--- config.mk ---
export PLATFORM = sky130hd
export DESIGN_NAME = cosh_group
export DESIGN_NICKNAME = d
export VERILOG_FILES = /design/src/rtl/core/cosh_pkg.sv /design/src/rtl/core/cosh_group.sv
export SDC_FILE = /design/constraint.sdc
export NUM_CORES = 1
export LEC_CHECK = 0
export ABC_AREA = 1
export BUFFER_PORTS_ARGS = -buffer_cell sky130_fd_sc_hd__buf_2
export CAP_MARGIN = 20
export CORE_AREA = 2 2 683 685
export DETAILED_ROUTE_END_ITERATION = 8
export DIE_AREA = 0 0 685 687
export PLACE_DENSITY = 0.3
export SYNTH_ARGS = -nofsm -noshare
export SYNTH_HDL_FRONTEND = slang
export SYNTH_SLANG_ARGS = --single-unit
--- constraint.sdc ---
create_clock -name clk -period 0.8 [get_ports clk]
set_input_delay 0.16 -clock clk [delete_from_list [all_inputs] [get_ports clk]]
set_output_delay 0.16 -clock clk [all_outputs]
set_load 0.02 [all_outputs]
--- src/rtl/core/cosh_pkg.sv ---
// ----------------------------------------------------------------------------
// cosh_pkg
// Shared types and constants for the count-sorted sparse histogram.
// ----------------------------------------------------------------------------
package cosh_pkg;

    localparam int MAX_TOPICS = 1024;
    localparam int COUNT_BITS = 32;

    localparam int TOPIC_W = 10;
    localparam int RANK_W  = 10;
    localparam int AMT_W   = 32;
    localparam int RCNT_W  = 32;
    localparam int CFG_W   = 11;
    localparam int TOTAL_W = 11;

    localparam int IDX_W = $clog2(MAX_TOPICS);
    localparam int ENT_W = $clog2(MAX_TOPICS + 1);
    localparam int ADD_W = ((COUNT_BITS > AMT_W) ? COUNT_BITS : AMT_W) + 1;

    localparam int GROUP_SIZE = (MAX_TOPICS < 32) ? MAX_TOPICS : 32;
    localparam int NUM_GROUPS = (MAX_TOPICS + GROUP_SIZE - 1) / GROUP_SIZE;

    localparam logic [COUNT_BITS-1:0] COUNT_MAX = '1;
    localparam logic [CFG_W-1:0]      TOPICS_RESET = CFG_W'(1024);

    typedef enum logic [1:0] {
        OP_INC   = 2'd0,
        OP_DEC   = 2'd1,
        OP_QUERY = 2'd2,
        OP_READ  = 2'd3
    } op_t;

    typedef enum logic [1:0] {
        ST_OK   = 2'd0,
        ST_BAD  = 2'd1,
        ST_MISS = 2'd2
    } status_t;

    typedef enum logic [1:0] {
        SH_HOLD,
        SH_INC,
        SH_DEC,
        SH_REM
    } shift_mode_t;

    typedef enum logic [2:0] {
        S_IDLE,
        S_FIND,
        S_GATH,
        S_CALC,
        S_SHIFT,
        S_DONE
    } fsm_t;

    // broadcast from the controller to every cell
    typedef struct packed {
        shift_mode_t             mode;
        logic                    sel_pos;
        logic [TOPIC_W-1:0]      tp;
        logic [RANK_W-1:0]       pos;
        logic [COUNT_BITS-1:0]   c;
        logic [IDX_W-1:0]        i;
        logic [ENT_W-1:0]        n;
    } bcast_t;

    // one selected entry, zero when not selected so groups can OR
    typedef struct packed {
        logic                    hit;
        logic [TOPIC_W-1:0]      topic;
        logic [COUNT_BITS-1:0]   count;
        logic [IDX_W-1:0]        idx;
    } hit_t;

endpackage

--- src/rtl/core/cosh_group.sv ---
// ----------------------------------------------------------------------------
// cosh_group
// First level of the select tree: ORs the hits of one group of cells.
// ----------------------------------------------------------------------------
module cosh_group
    import cosh_pkg::*;
(
    input  logic clk,
    input  hit_t leaf [GROUP_SIZE],
    output hit_t group_sum
);

    hit_t sum_reg;
    hit_t sum_next;

    // at most one cell is selected, so OR acts as a mux
    always_comb
    begin
        sum_next = '0;
        for (int k = 0; k < GROUP_SIZE; k++)
        begin
            sum_next = hit_t'(sum_next | leaf[k]);
        end
    end

    always_ff @(posedge clk)
    begin
        sum_reg <= sum_next;
    end

    assign group_sum = sum_reg;

endmodule

==> metrics.txt <==
outcome=finished with violations; failing checks=negative setup slack; CP required=0.64 ns; leakage dissipation=0.0180 uW; hpwl dp=195 mm; logic gate share of total power=0.612; Synth Area per Inst=4.32 um^2; fill count=55200; clk sinks=53; nets=6308; register area=1150 um^2; dpl ws=-1.03 ns; compound-gate portion of the synthesized area=0; Multi-input gate area=6890 um^2; total net switching power=7720 uW; TNS Setup=-17.85 ns; Slew HR=0.656; Post-Synth Simple-Gate Area=0.597; Tcrit/Tclk final=1.64; Synth Area in XOR/XNOR=0; VDD IR-drop max=1.22 mV; dominant cell type by area after synthesis=inv_1; worst path arrival time=1.15 ns; worst-path fanout max=1; share of layout cells above drive strength 1=0.454; Clock power frac=0.237; crit path time final=1.31 ns; initial antenna violation count=216; core area=463000 um^2; pwr dens=503 nW/um^2; Worst Max-Slew Pin Slew=0.516 ns; Starting Density=0.0228; max cap viols=0; met3 Use GR=0.0324; # port buffers=1749; Cell variety after synth=7; largest family of logic cells by synthesized area=simple AND/OR/NAND/NOR gates; post-synth top area share=0.302; CTS buffer count=5; post-synthesis mux area share=0; # setup viols final=78; max reg flops=53; fmax=764 MHz; WL/cell=18.9 um; Ports=1750; DIE HEIGHT=687 um; source of the critical timing path=group_sum[32]; H-tree levels=2; cell row count=250; Sequential Power Share=0.151; GRT Overall Usage=0.0839; post-synthesis cell area=10500 um^2; final wirelength=206 mm; setup bufs post-CTS=0; Crit Path Class=reg -> out; clock root buffer master=clkbuf_16; CTS Buffer Depth=2; ranking of synthesized cells by area=inv_1 30%, nor2_1 25%, nand2_1 23%, dfxtp_1 10%, and2_1 6.3%; adder-cell share of the synthesized area=0; gr ovfl total=0; #FFs+latches synth=53; Final Hold Fails=0; gr busiest metal=met2; First DRT Iteration DRCs=1183; remaining antenna violation count after routing=0; M1 GR Usage=0.102; commonest non-fill, non-tap cell in the layout=buf_2; Critical Path End Type=output pin; setup slack after layout=-0.509 ns; Die Span X=685 um; GR Util met2=0.134; first-pass GRT wire length=246 mm; Sw Ratio=0.449; Max Slew Vio Count=0; Post-Synthesis Cells=2438; most frequent cells in the layout=1550 x buf_2, 825 x inv_1, 606 x nand2_1; RSZ-0062 raised after global routing=true; Final Cell Area=34100 um^2; Ys Warns=0; DIE AREA=471000 um^2; CTS tree=built; DR pass1 iterations=5; largest net degree at the start of global routing=15; Post-route DRC=0; clock-pin transition on the worst setup and hold timing paths=0.15 ns; sequential-to-total area share from yosys stat=0.101; GP Congestion=0.892; Mapped Nets=4135; area delta synth->final=224%; Worst setup SP type=flip-flop; routed via count=22300; Hold Crit Class=in -> reg; Worst Hold Launch=leaf[975]; Internal Pwr Total=9450 uW; Area after DPL=29400 um^2; vias per cell=2.05; vias in the first global route=23000
## worst paths after layout
check             cells past startpoint            end
hold / removal                        5  group_sum[21]
setup / recovery                      2  group_sum[32]
## worst max-delay path, stage by stage (launching register included)
cell,delay (ns)
dfxtp_4,0.41
buf_12,0.14
buf_12,0.13
## area by class of cell
type | instances | area share
timing repair buffer | 2166 | 0.433
tap | 6174 | 0.226
multi-input combinational | 1537 | 0.202
inverter | 848 | 0.0933
sequential | 53 | 0.0338
antenna | 105 | 0.00770
clock buffer | 8 | 0.00400
## metrics by stage
stage / instances / total power, uW / util / hold slack (ns)
6_report: 10900 / 17200 / 0.0738 / 0.0184
5_1_grt: 10800 / 19000 / 0.0735 / -0.0243
4_1_cts: 10900 / 18300 / 0.0730 / -0.0772
3_5_place_dp: 10600 / 11800 / 0.0635 / 0.438
3_3_place_gp: 10600 / 11800 / 0.0634 / 0.438
2_1_floorplan: 2438 / 4630 / - / 0.332
## power groups by stage
stage                     Clock, uW  Combinational, uW  Sequential (uW)
after floorplan                   0               1940             2700
after global placement            0               9140             2700
after detailed placement          0               9060             2700
after CTS                      4920              10800             2610
after global routing           4730              11600             2600
final                          4060              10500             2600
## Yosys cell counts, drive strengths merged
cell type and number:
inv 848, and2 106, nand2 636, dfxtp 53, nor2 742, nand4 53
## what timing repair did
action / in CTS / in global routing
pin swaps: 1 / 272
endpoints found under the setup margin: 71 / 102
hold buffers: 375 / 1
hold endpoints to repair: 40 / 7
resized for setup: 226 / 325
## routing by layer
layer	share of wire	up-vias	routed length, um
met3	0.098	369	20300
met2	0.45	1433	93300
met5	0.0033	-	675
met4	0.028	102	5710
met1	0.42	9371	85900
li1	-	11000	-
## cells by family (layout without fill, tap and decap cells)
logic type / count (synthesis) / in the layout
simple gates: 1537 / 1537
buf+inv: 848 / 3022
other cells: 0 / 105
flops: 53 / 53
Note: power is estimated with default switching activity, not from simulation.
