## src/rtl/core/cosh_pkg.sv

```systemverilog
// ----------------------------------------------------------------------------
// cosh_pkg
// Shared types and constants for the count-sorted sparse histogram.
// ----------------------------------------------------------------------------
package cosh_pkg;

    localparam int MAX_TOPICS = 1024;
    localparam int COUNT_BITS = 32;

    localparam int TOPIC_W = 10;
    localparam int RANK_W  = 10;
    localparam int AMT_W   = 32;
    localparam int RCNT_W  = 32;
    localparam int CFG_W   = 11;
    localparam int TOTAL_W = 11;

    localparam int IDX_W = $clog2(MAX_TOPICS);
    localparam int ENT_W = $clog2(MAX_TOPICS + 1);
    localparam int ADD_W = ((COUNT_BITS > AMT_W) ? COUNT_BITS : AMT_W) + 1;

    localparam int GROUP_SIZE = (MAX_TOPICS < 32) ? MAX_TOPICS : 32;
    localparam int NUM_GROUPS = (MAX_TOPICS + GROUP_SIZE - 1) / GROUP_SIZE;

    localparam logic [COUNT_BITS-1:0] COUNT_MAX = '1;
    localparam logic [CFG_W-1:0]      TOPICS_RESET = CFG_W'(1024);

    typedef enum logic [1:0] {
        OP_INC   = 2'd0,
        OP_DEC   = 2'd1,
        OP_QUERY = 2'd2,
        OP_READ  = 2'd3
    } op_t;

    typedef enum logic [1:0] {
        ST_OK   = 2'd0,
        ST_BAD  = 2'd1,
        ST_MISS = 2'd2
    } status_t;

    typedef enum logic [1:0] {
        SH_HOLD,
        SH_INC,
        SH_DEC,
        SH_REM
    } shift_mode_t;

    typedef enum logic [2:0] {
        S_IDLE,
        S_FIND,
        S_GATH,
        S_CALC,
        S_SHIFT,
        S_DONE
    } fsm_t;

    // broadcast from the controller to every cell
    typedef struct packed {
        shift_mode_t             mode;
        logic                    sel_pos;
        logic [TOPIC_W-1:0]      tp;
        logic [RANK_W-1:0]       pos;
        logic [COUNT_BITS-1:0]   c;
        logic [IDX_W-1:0]        i;
        logic [ENT_W-1:0]        n;
    } bcast_t;

    // one selected entry, zero when not selected so groups can OR
    typedef struct packed {
        logic                    hit;
        logic [TOPIC_W-1:0]      topic;
        logic [COUNT_BITS-1:0]   count;
        logic [IDX_W-1:0]        idx;
    } hit_t;

endpackage

```

## src/rtl/core/cosh_cell.sv

```systemverilog
// ----------------------------------------------------------------------------
// cosh_cell
// One list slot: holds a topic and count, shifts to/from its neighbors.
// ----------------------------------------------------------------------------
module cosh_cell
    import cosh_pkg::*;
(
    input  logic                  clk,
    input  logic [IDX_W-1:0]      idx,
    input  bcast_t                bc,
    input  logic [TOPIC_W-1:0]    left_topic,
    input  logic [COUNT_BITS-1:0] left_count,
    input  logic                  left_ahead,
    input  logic [TOPIC_W-1:0]    right_topic,
    input  logic [COUNT_BITS-1:0] right_count,
    input  logic                  right_after,
    output logic [TOPIC_W-1:0]    topic,
    output logic [COUNT_BITS-1:0] count,
    output logic                  ahead,
    output logic                  after,
    output hit_t                  leaf
);

    logic [TOPIC_W-1:0]    topic_reg;
    logic [TOPIC_W-1:0]    topic_next;
    logic [COUNT_BITS-1:0] count_reg;
    logic [COUNT_BITS-1:0] count_next;
    logic                  valid;
    logic                  lt_i;
    logic                  gt_i;
    logic                  sel;

    assign valid = 32'(idx) < 32'(bc.n);
    assign lt_i  = idx < bc.i;
    assign gt_i  = idx > bc.i;

    // ahead: stays ahead of the insertion point on an increment
    // after: gets passed by the entry on a decrement
    assign ahead = lt_i && (count_reg >= bc.c);
    assign after = gt_i && valid && (count_reg > bc.c);

    always_comb
    begin
        topic_next = topic_reg;
        count_next = count_reg;
        unique case (bc.mode)
            SH_HOLD:
            begin
            end
            SH_INC:
            begin
                if (!gt_i && !ahead && left_ahead)
                begin
                    topic_next = bc.tp;
                    count_next = bc.c;
                end
                else if (!gt_i && !ahead)
                begin
                    topic_next = left_topic;
                    count_next = left_count;
                end
            end
            SH_DEC:
            begin
                if (!lt_i && !right_after && (!gt_i || after))
                begin
                    topic_next = bc.tp;
                    count_next = bc.c;
                end
                else if (!lt_i && right_after)
                begin
                    topic_next = right_topic;
                    count_next = right_count;
                end
            end
            SH_REM:
            begin
                if (!lt_i)
                begin
                    topic_next = right_topic;
                    count_next = right_count;
                end
            end
            default:
            begin
            end
        endcase
    end

    always_ff @(posedge clk)
    begin
        topic_reg <= topic_next;
        count_reg <= count_next;
    end

    assign sel = bc.sel_pos ? (32'(idx) == 32'(bc.pos))
                            : (valid && (topic_reg == bc.tp));

    assign leaf  = sel ? hit_t'{1'b1, topic_reg, count_reg, idx} : '0;
    assign topic = topic_reg;
    assign count = count_reg;

endmodule

```

## config.mk

```make
export PLATFORM = sky130hd
export DESIGN_NAME = cosh_cell
export DESIGN_NICKNAME = d
export VERILOG_FILES = /design/src/rtl/core/cosh_pkg.sv /design/src/rtl/core/cosh_cell.sv
export SDC_FILE = /design/constraint.sdc
export NUM_CORES = 1
export LEC_CHECK = 0
export ABC_AREA = 0
export BUFFER_PORTS_ARGS = -buffer_cell sky130_fd_sc_hd__buf_2
export CORE_AREA = 2 2 105 107
export DETAILED_ROUTE_END_ITERATION = 16
export DIE_AREA = 0 0 107 109
export PLACE_DENSITY = 0.75
export SYNTH_ARGS = -nofsm -noshare
export SYNTH_HDL_FRONTEND = slang
export SYNTH_SLANG_ARGS = --single-unit
```

## constraint.sdc

```tcl
create_clock -name clk -period 4.02 [get_ports clk]
set_input_delay 0.402 -clock clk [delete_from_list [all_inputs] [get_ports clk]]
set_output_delay 0.402 -clock clk [all_outputs]
set_load 0.05 [all_outputs]
```

==> reports/qor.csv <==
stage,metric,value,unit
pwr,vdd_drop_max,152,uV
drt,drt_iter0_markers,177,
logic_synthesis,synth_top_area_share,32.1,%
logic_synthesis,async_flop_share,0,%
placement,port_buffers,269,
logic_synthesis,yosysSeqAreaShare,32.1,%
clocking,postCtsSetupBuffers,0,
setup_path,cp_slowest_stage_delay,0.66,ns
drt,routed_wl,13.5,mm
finish,final_nets,927,
setup_path,cp_max_fo,42,
logic_synthesis,ys_ff_latch,42,
logic_synthesis,syn_area_per_cell,8.97,um2
timing,max_clock_freq,281,MHz
drt,wl_per_cell,16.0,um
setup_path,start_kind,register,
die,ios,270,
timing,rsz0062_at_grt,false,
setup_path,cpMostUsedCell,or4_4,
setup_path,path_cells,ha_1 -> nand4_1 -> or4_4 -> or4_4 -> o211ai_1 -> nor3_1 -> o31a_2 -> o22ai_1 -> a21oi_1,
pwr,p_per_area,311,nW/um2
die,initial_core_util,37.1,%
clocking,clock-sinks,42,
timing,finalSetupTns,0,ns
setup_path,r2r_end,count[14],
placement,dp_worst_setup_slack,0.363,ns
clocking,cts_tree,built,
run,cap_violations,0,
global_route,grt_pass1_vias,4173,
clocking,cts_resized,0,
logic_synthesis,ys_warn_count,0,
finish,fillers,1011,
timing,maxSlewHeadroom,39.8,%
setup_path,cp.arrival,3.59,ns
clocking,clk_pin_slew_worst_paths,0.09,ns
worst_hold_path,hold_depth,2,
drt,drcViolationCount,0,
logic_synthesis,synthTopCellsByCount,"69 x nor2b_1, 57 x inv_1, 51 x ha_1",
clocking,cts_root_buf,clkbuf_8,
die,chipHeight,109,um
logic_synthesis,synth_ff_type,edfxtp_1,
worst_hold_path,hold_path.class,in -> reg,
die,dieArea,11700,um2
logic_synthesis,synth_nets,662,
finish,drive_gt1_share,41.6,%
die,row_count,38,
global_route,overflow,0,
pwr,p_leak,2.86,nW
clocking,cts-buffers-inserted,5,
worst_hold_path,holdPathEnd,count[8],
global_route,grt_usage,22.3,%
setup_path,timing.reg2reg.worst_path_depth,9,
setup_path,worst-path-buf-inv,0,
drt,num_vias,4302,
timing,worstMarginPinSlew,0.903,ns
drt,drt-vias-per-instance,5.10,
setup_path,critPathKind,reg -> reg,
finish,largest_reg_flops,32,
logic_synthesis,synth.most_common_cell,nor2b_1,
logic_synthesis,syn_area,3930,um2
timing,hold_slack,0.399,ns
placement,hpwl,11.0,mm
global_route,grt_pass1_wl,20.2,mm
setup_path,cp.required,4.05,ns
setup_path,rr_startpoint,count[30],
setup_path,cpLargestDelayFamily,simple AND/OR/NAND/NOR gates,
logic_synthesis,yosys.area.top_type,edfxtp_1,
logic_synthesis,synth_cell_types,36,
setup_path,rrSetupSlack,0.46,ns
timing,slew_viol_final,0,
logic_synthesis,synth_area_leaders,"edfxtp_1 32%, ha_1 16%, nor2b_1 11%",
setup_path,crit_path_top_delay_cell,o31a_2,
clocking,holdBufCountCts,0,
worst_hold_path,min_from,right_count[8],
global_route,grt_max_degree,43,
placement,gp_congestion,0.847,
logic_synthesis,synth_cells,438,
drt,drtPass1Iterations,4,
timing,setup_slack,0.462,ns
timing,setup_viol,0,
die,die_w,107,um
drt,ant_nets,0,
finish,antenna_cells,0,
clocking,htreeDepth,2,
timing,finalCritPeriodShare,88.5,%
clocking,clockBufferDepth,2,
clocking,clock_latency,0.30,ns
global_route,antenna_found_initial,0,
finish,area_growth,40.7,%
setup_path,endpoint_kind,register,
timing,finalHoldViolations,0,
timing,finClkSkew,0.0129,ns
timing,period_minus_slack,3.56,ns
run_status,status,finished clean,
logic_synthesis,synth_edf_count,42,
die,core,10600,um2
worst register-to-register path, stage by stage, from the launching register on:
cell      delay [ns]
edfxtp_1        0.43
ha_1            0.32
nand4_1         0.13
or4_4           0.59
or4_4           0.56
o211ai_1        0.12
nor3_1          0.09
o31a_2          0.66
o22ai_1         0.31
a21oi_1         0.07
logic make-up after synthesis:
| family | synth area share [%] |
|---|---|
| DFF | 32.1 |
| buffers and inverters | 8.09 |
| xor gates and xnor gates | 4.46 |
| adders and majority gates | 16.2 |
| AOI/OAI and AO/OA | 20.5 |
| and+or+nand+nor | 18.7 |
layout make-up:
| type | count | area (um2) | area share (%) |
|---|---|---|---|
| tap | 140 | 175 | 3.17 |
| multi-input combinational | 320 | 2380 | 43.0 |
| clock inverter | 2 | 8.76 | 0.158 |
| clock buffer | 6 | 72.6 | 1.31 |
| sequential | 42 | 1260 | 22.8 |
| timing repair buffer | 277 | 1420 | 25.7 |
| inverter | 57 | 214 | 3.87 |
layer usage:
layer  track usage, %  vias to the layer above  routed length (um)
met5                0                        -                   0
met4             5.38                        0                 184
met3             3.65                       15                 895
met2             42.2                      191                7030
met1             26.2                     1973                5400
li1                 -                     2123                   -
layout by cell type (no fill, tap or decap), types with 3 or more instances in the layout:
cell type	n
a211oi_1	4
a21o_1	5
a21oi_1	48
a221o_1	17
buf_2	269
buf_4	7
clkbuf_8	5
edfxtp_1	42
ha_1	51
inv_1	57
nand2_1	11
nand2b_1	4
nand3_1	6
nand4_1	11
nor2_1	12
nor2b_1	68
nor3_1	3
nor4_1	3
o211ai_1	4
o21ai_0	10
o22ai_1	25
xnor2_1	5
xor2_1	15
how the worst max path moves through the flow:
| stage | slack, ns | cells after the start | from | endpoint |
|---|---|---|---|---|
| floorplan | 0.08 | 7 | count[30] | count[0] |
| global placement | 0.49 | 12 | idx[5] | count[27] |
| detailed placement | 0.36 | 11 | bc[51] | count[14] |
| CTS | 0.45 | 9 | count[30] | count[14] |
| global route | 0.28 | 9 | count[30] | count[5] |
| finish | 0.46 | 9 | count[30] | count[14] |
per-stage QoR:
step	cell area [um2]	util, %	power [mW]	cells
2_1_floorplan	3940	-	1.19	438
3_3_place_gp	5450	51.4	1.43	836
3_5_place_dp	5450	51.4	1.46	836
4_1_cts	5530	52.1	1.73	844
5_1_grt	5530	52.1	1.83	844
6_report	5530	52.1	1.72	844
power by group:
group / leakage [nW] / switching (mW) / internal, mW
clock network: 0.0426 / 0.157 / 0.120
logic: 2.42 / 0.528 / 0.278
registers: 0.399 / 0.0565 / 0.579
Note: power is estimated with default switching activity, not from simulation.
